--- config.mk ---
export PLATFORM = sky130hd
export DESIGN_NAME = timer_prescaler_compare_select_unit
export DESIGN_NICKNAME = d
export VERILOG_FILES = /design/src/design/tpcs_pkg.sv /design/src/design/tpcs_select.sv /design/src/design/tpcs_div_stage.sv /design/src/design/timer_prescaler_compare_select_unit.sv
export SDC_FILE = /design/constraint.sdc
export NUM_CORES = 2
export LEC_CHECK = 0
export BUFFER_PORTS_ARGS = -buffer_cell sky130_fd_sc_hd__buf_2
export CAP_MARGIN = 20
export CORE_MARGIN = 1
export CORE_UTILIZATION = 57
export CTS_BUF_LIST = sky130_fd_sc_hd__clkbuf_8 sky130_fd_sc_hd__clkbuf_16
export DETAILED_ROUTE_END_ITERATION = 12
export GPL_TIMING_DRIVEN = 0
export PLACE_DENSITY = 0.73
export REMOVE_ABC_BUFFERS = 1
export SYNTH_ARGS = -nofsm -noshare
export SYNTH_HDL_FRONTEND = slang
export SYNTH_SLANG_ARGS = --single-unit
export TNS_END_PERCENT = 100
--- constraint.sdc ---
create_clock -name clk -period 7 [get_ports clk]
set_input_delay 1.05 -clock clk [delete_from_list [all_inputs] [get_ports clk]]
set_output_delay 1.05 -clock clk [all_outputs]
set_load 0.01 [all_outputs]
--- src/design/tpcs_pkg.sv ---
// ----------------------------------------------------------------------------
// tpcs_pkg
// widths, prescaler table and pipeline types for the prescaler select unit
// ----------------------------------------------------------------------------
package tpcs_pkg;

  localparam int FREQ_W    = 32;
  localparam int CLK_W     = 27;
  localparam int CMP_W     = 8;
  localparam int SEL_W     = 3;
  localparam int NUM_PRESC = 7;
  localparam int C256_W    = CLK_W + 8;
  localparam int NUM_W     = C256_W + 1;
  localparam int PF_W      = FREQ_W + 10;
  localparam int DEN_W     = PF_W + 1;
  localparam int FIT_W     = PF_W + 8;
  localparam int DIV_W     = DEN_W + CMP_W - 1;

  localparam logic [CLK_W-1:0] CLOCK_RESET = CLK_W'(16000000);

  typedef logic [3:0] shift_t;

  // log2 of prescalers 1, 8, 32, 64, 128, 256, 1024
  function automatic shift_t presc_shift(input logic [SEL_W-1:0] idx);
    shift_t s;
    unique case (idx)
      3'd0:    s = 4'd0;
      3'd1:    s = 4'd3;
      3'd2:    s = 4'd5;
      3'd3:    s = 4'd6;
      3'd4:    s = 4'd7;
      3'd5:    s = 4'd8;
      3'd6:    s = 4'd10;
      default: s = 4'd0;
    endcase
    return s;
  endfunction

  typedef struct packed {
    logic             valid;
    logic             hit;
    logic [SEL_W-1:0] sel;
    logic [NUM_W-1:0] rem;
    logic [DEN_W-1:0] den;
    logic [CMP_W-1:0] quo;
  } div_t;

endpackage

--- src/design/tpcs_select.sv ---
// ----------------------------------------------------------------------------
// tpcs_select
// fit test over all prescalers, first fit wins; sets up the rounding division
// ----------------------------------------------------------------------------
module tpcs_select import tpcs_pkg::*; (
  input  logic              clk,
  input  logic              rst,
  input  logic              in_valid,
  input  logic [FREQ_W-1:0] f,
  input  logic [CLK_W-1:0]  clock_hz,
  output div_t              out
);

  logic [C256_W-1:0] c256;
  logic [PF_W-1:0]   pf;
  logic [PF_W-1:0]   pf_sel;
  logic [SEL_W-1:0]  sel;
  logic              hit;
  div_t              out_next;

  always_comb begin
    c256   = {clock_hz, 8'd0};
    pf_sel = '0;
    sel    = '0;
    hit    = 1'b0;
    // walk down so the smallest fitting prescaler is the one left
    for (int i = NUM_PRESC - 1; i >= 0; i--) begin
      pf = PF_W'(f) << presc_shift(SEL_W'(i));
      if (f != '0 && pf <= PF_W'(c256) && FIT_W'(c256) <= (FIT_W'(pf) << 8)) begin
        pf_sel = pf;
        sel    = SEL_W'(i + 1);
        hit    = 1'b1;
      end
    end
    out_next.valid = in_valid;
    out_next.hit   = hit;
    out_next.sel   = sel;
    // round half up: (2*256c - pf) / (2*pf)
    out_next.rem   = {c256, 1'b0} - NUM_W'(pf_sel);
    out_next.den   = {pf_sel, 1'b0};
    out_next.quo   = '0;
  end

  always_ff @(posedge clk) begin
    if (rst) begin
      out.valid <= 1'b0;
    end else begin
      out.valid <= out_next.valid;
    end
    out.hit <= out_next.hit;
    out.sel <= out_next.sel;
    out.rem <= out_next.rem;
    out.den <= out_next.den;
    out.quo <= out_next.quo;
  end

endmodule

--- src/design/tpcs_div_stage.sv ---
// ----------------------------------------------------------------------------
// tpcs_div_stage
// one restoring division step, resolves one quotient bit
// ----------------------------------------------------------------------------
module tpcs_div_stage import tpcs_pkg::*; #(
  parameter int BIT = 7
) (
  input  logic clk,
  input  logic rst,
  input  div_t in,
  output div_t out
);

  logic [DIV_W-1:0] trial;
  logic             ge;
  div_t             out_next;

  always_comb begin
    trial    = DIV_W'(in.den) << BIT;
    ge       = DIV_W'(in.rem) >= trial;
    out_next = in;
    if (ge) begin
      out_next.rem = in.rem - NUM_W'(trial);
    end
    out_next.quo[BIT] = ge;
  end

  always_ff @(posedge clk) begin
    if (rst) begin
      out.valid <= 1'b0;
    end else begin
      out.valid <= out_next.valid;
    end
    out.hit <= out_next.hit;
    out.sel <= out_next.sel;
    out.rem <= out_next.rem;
    out.den <= out_next.den;
    out.quo <= out_next.quo;
  end

endmodule

--- src/design/timer_prescaler_compare_select_unit.sv ---
// ----------------------------------------------------------------------------
// timer_prescaler_compare_select_unit
// picks the first fitting timer prescaler and its rounded compare value
// ----------------------------------------------------------------------------
//  channel   signals                          transfer when
//  request   start, busy, freq_q8             start & !busy
//  result    done, compare_value, ...found    done (one cycle, no back-pressure)
//  config    cfg_valid, cfg_ready, cfg_data   cfg_valid & cfg_ready
//
//  one request per cycle while busy is low, result registered through the stages below
//  stages: input register, prescaler fit stage, eight restoring division steps
//  busy is high only during reset; results cannot be stalled
//  reset clears the pipeline valids and loads clock_hz with 16 MHz
// ----------------------------------------------------------------------------
module timer_prescaler_compare_select_unit import tpcs_pkg::*; (
  input  logic              clk,
  input  logic              rst,
  input  logic              start,
  output logic              busy,
  input  logic [FREQ_W-1:0] freq_q8,
  output logic              done,
  output logic [CMP_W-1:0]  compare_value,
  output logic [SEL_W-1:0]  clock_select,
  output logic              found,
  input  logic              cfg_valid,
  output logic              cfg_ready,
  input  logic [CLK_W-1:0]  cfg_data
);

  logic [CLK_W-1:0]  clock_hz;
  logic              in_valid;
  logic [FREQ_W-1:0] f;
  div_t              pipe [CMP_W+1];

  assign busy      = rst;
  assign cfg_ready = 1'b1;

  always_ff @(posedge clk) begin
    if (rst) begin
      clock_hz <= CLOCK_RESET;
      in_valid <= 1'b0;
    end else begin
      if (cfg_valid && cfg_ready) begin
        clock_hz <= cfg_data;
      end
      in_valid <= start && !busy;
    end
  end

  always_ff @(posedge clk) begin
    f <= freq_q8;
  end

  tpcs_select u_select (
    .clk      (clk),
    .rst      (rst),
    .in_valid (in_valid),
    .f        (f),
    .clock_hz (clock_hz),
    .out      (pipe[0])
  );

  for (genvar k = 0; k < CMP_W; k++) begin : g_div
    tpcs_div_stage #(.BIT(CMP_W - 1 - k)) u_div (
      .clk (clk),
      .rst (rst),
      .in  (pipe[k]),
      .out (pipe[k+1])
    );
  end

  assign done          = pipe[CMP_W].valid;
  assign found         = pipe[CMP_W].hit;
  assign compare_value = pipe[CMP_W].hit ? pipe[CMP_W].quo : '0;
  assign clock_select  = pipe[CMP_W].hit ? pipe[CMP_W].sel : '0;

endmodule

==> flow_summary.ini <==
[status]
status = completed

[routing]
ant_nets = 0
drc = 0
drt_wl_total_um = 103000
wl_per_cell_um = 18.9
vias_per_cell = 5.85
vias = 31800
drtIter0Drc = 1653
drtPass1Iterations = 6

[grt]
grt_pass1_vias = 31500
grt_start_max_net_pins = 61
grt-ovfl-total = 0
grt.total_usage = 0.283
grt_first_pass_wirelength_um = 161000
antenna_found_initial = 0

[cts]
clk_latency_ns = 0.63
cts_root_buf = clkbuf_16
clkTransAtPathRegs_ns = 0.06
cts_tree = built
ctsHoldBuffers = 0
cts_buffers = 80
h-tree-depth = 3
clock_sinks = 757
clk_path_buf_depth = 3

[power]
leakage_nw = 21.1
p_per_area_nw_per_um2 = 343
ir_drop_uv = 233

[logic_synthesis]
synth_warnings = 0
yosysUniqueCellTypes = 93
async_reset_ff_frac = 0
synth_edf_count = 0
syn-cell-area_um2 = 40600
synth.most_common_cell = dfxtp_1
ys_top_cells_by_area = dfxtp_1, ha_1, mux2_2
yosysTopAreaCellShare = 0.373
synth_top_area_cell = dfxtp_1
synth_common_cells = dfxtp_1, ha_1, inv_1
ys_ff_latch = 757
avgSynthCellArea_um2 = 9.31
netlist_instances = 4360
synthFlopType = dfxtp_1
yosysSeqAreaShare = 0.373

[place]
port_buffers = 76
placedCellCount = 5292
place.detailed.hpwl_um = 78400
place_congestion = 0.977

[worst_setup_path]
cp_max_fo = 26
required_ns = 7.51
worstPathArrival_ns = 7.38
reg2reg_slack_ns = 0.13
cp-end-kind = register
critPathLaunchType = register
worstSetupPathType = register to register

[sta]
fin_crit_sh = 0.982
finalSetupViolations = 0
max_freq_ghz = 0.146
whs_ns = 0.319
min_period_ns = 6.87
finalMaxSlewViolations = 0
slew_headroom = 0.170
fin_skew_ns = 0.0313
finalHoldViolations = 0
setup_tns_ns = 0
worst_slew_pin_slew_ns = 1.23

[final_layout]
final_core_util = 0.640
stdcell_count = 5441
multiInputGateArea_um2 = 23700
syn_to_final_growth_pct = 10.8
final_nets = 5091
diodes = 0
n_fill_cell = 5865
drive_gt1_frac = 0.106
regArea_um2 = 15200

[floorplanning]
io_pins = 78
die_h_um = 269
initial_core_util = 0.578
die_area_um2 = 72300
coreArea_um2 = 70300
row_count = 97
die_w_um = 269

[job]
maxCapViolCount = 0

[min_path]
hp-class = register to register
final timing paths:
kind,depth (start not counted),from,to
max,23,f[9],u_select.out[85]
min,0,g_div[6].u_div.out[7],g_div[7].u_div.out[7]
max reg2reg,23,f[9],u_select.out[85]
min reg2reg,0,g_div[6].u_div.out[7],g_div[7].u_div.out[7]
through the flow:
step                      total power, W  setup slack [ns]  cell area (um^2)
after floorplan                  0.00970            -0.815             40200
after global placement            0.0109             -4.36             41700
after detailed placement          0.0111             -1.62             42000
after CTS                         0.0155           0.00556             44900
after global routing              0.0164          -0.00230             45000
final                             0.0154             0.127             45000
metal layers:
layer / GRT usage / vias up / routed length, um
met3: 0.0358 / 375 / 4570
met5: 0 / - / 0
met4: 0.213 / 0 / 8220
met1: 0.297 / 14700 / 39400
li1: - / 15800 / -
met2: 0.517 / 958 / 50800
kinds of logic (layout without fill, tap and decap cells):
logic type,count (synthesis),after routing,synth area share
buffers and inverters,513,647,0.0490
AO/OA/AOI/OAI,1110,1110,0.178
other,2,8,0.000185
multiplexers,174,174,0.0472
adder cells (fa/ha/maj),592,592,0.184
AND/OR/NAND/NOR,1006,1007,0.124
XOR/XNOR,206,206,0.0444
flip-flops,757,757,0.373
power by group:
part | leakage (nW) | switching [W] | internal [W] | total [W]
Combinational | 13.4 | 0.00307 | 0.00248 | 0.00555
Sequential | 6.35 | 0.000484 | 0.00504 | 0.00553
Clock | 1.39 | 0.00177 | 0.00257 | 0.00434
repair_timing:
action / in CTS / in global routing
pin swaps: 0 / 1
buffers inserted: 0 / 1
gates resized for setup: 22 / 28
gates cloned: 1 / 0
endpoints found under the setup margin: 24 / 15
worst max-delay path: stages, from the launching register on:
cell and delay [ns]:
dfxtp_1 0.88, inv_1 0.42, ha_1 0.40, nand2_1 0.11, nor3_1 0.09, a221o_1 0.34
o31ai_1 0.37, o211a_4 0.46, clkinvlp_4 0.37, nand2_4 0.36, a221oi_1 0.10, o21ai_0 0.30
o211ai_1 0.14, ha_1 0.39, a21o_1 0.21, a21o_1 0.20, a21oi_1 0.22, nor2_1 0.06
nor2_1 0.14, o31a_1 0.34, o211ai_2 0.17, a41oi_1 0.39, o21ai_1 0.11, xor2_1 0.16
state kept, by name, summed over array words and instances (netlist names):
register,count
g_div.u_div.out,615
u_select.out,82
clock_hz,27
f,32
in_valid,1
cells in the final DEF (no fill, tap or decap), drive strengths merged, types with 94 or more instances in the layout:
master | netlist | final
a21o | 158 | 158
dfxtp | 757 | 757
buf | 23 | 94
o21ai | 223 | 223
nor2 | 208 | 208
a21oi | 310 | 310
xnor2 | 128 | 128
nand2 | 273 | 273
mux2 | 140 | 140
inv | 406 | 419
ha | 585 | 585
cell type report:
type,instances,share of cell area
inverters,406,0.0340
clock inverters,54,0.0132
repair buffers,94,0.0145
multi-input cells,3097,0.526
clock buffers,93,0.0487
flip-flops and latches,757,0.338
well taps,940,0.0261
(Power assumes the default switching activity.)
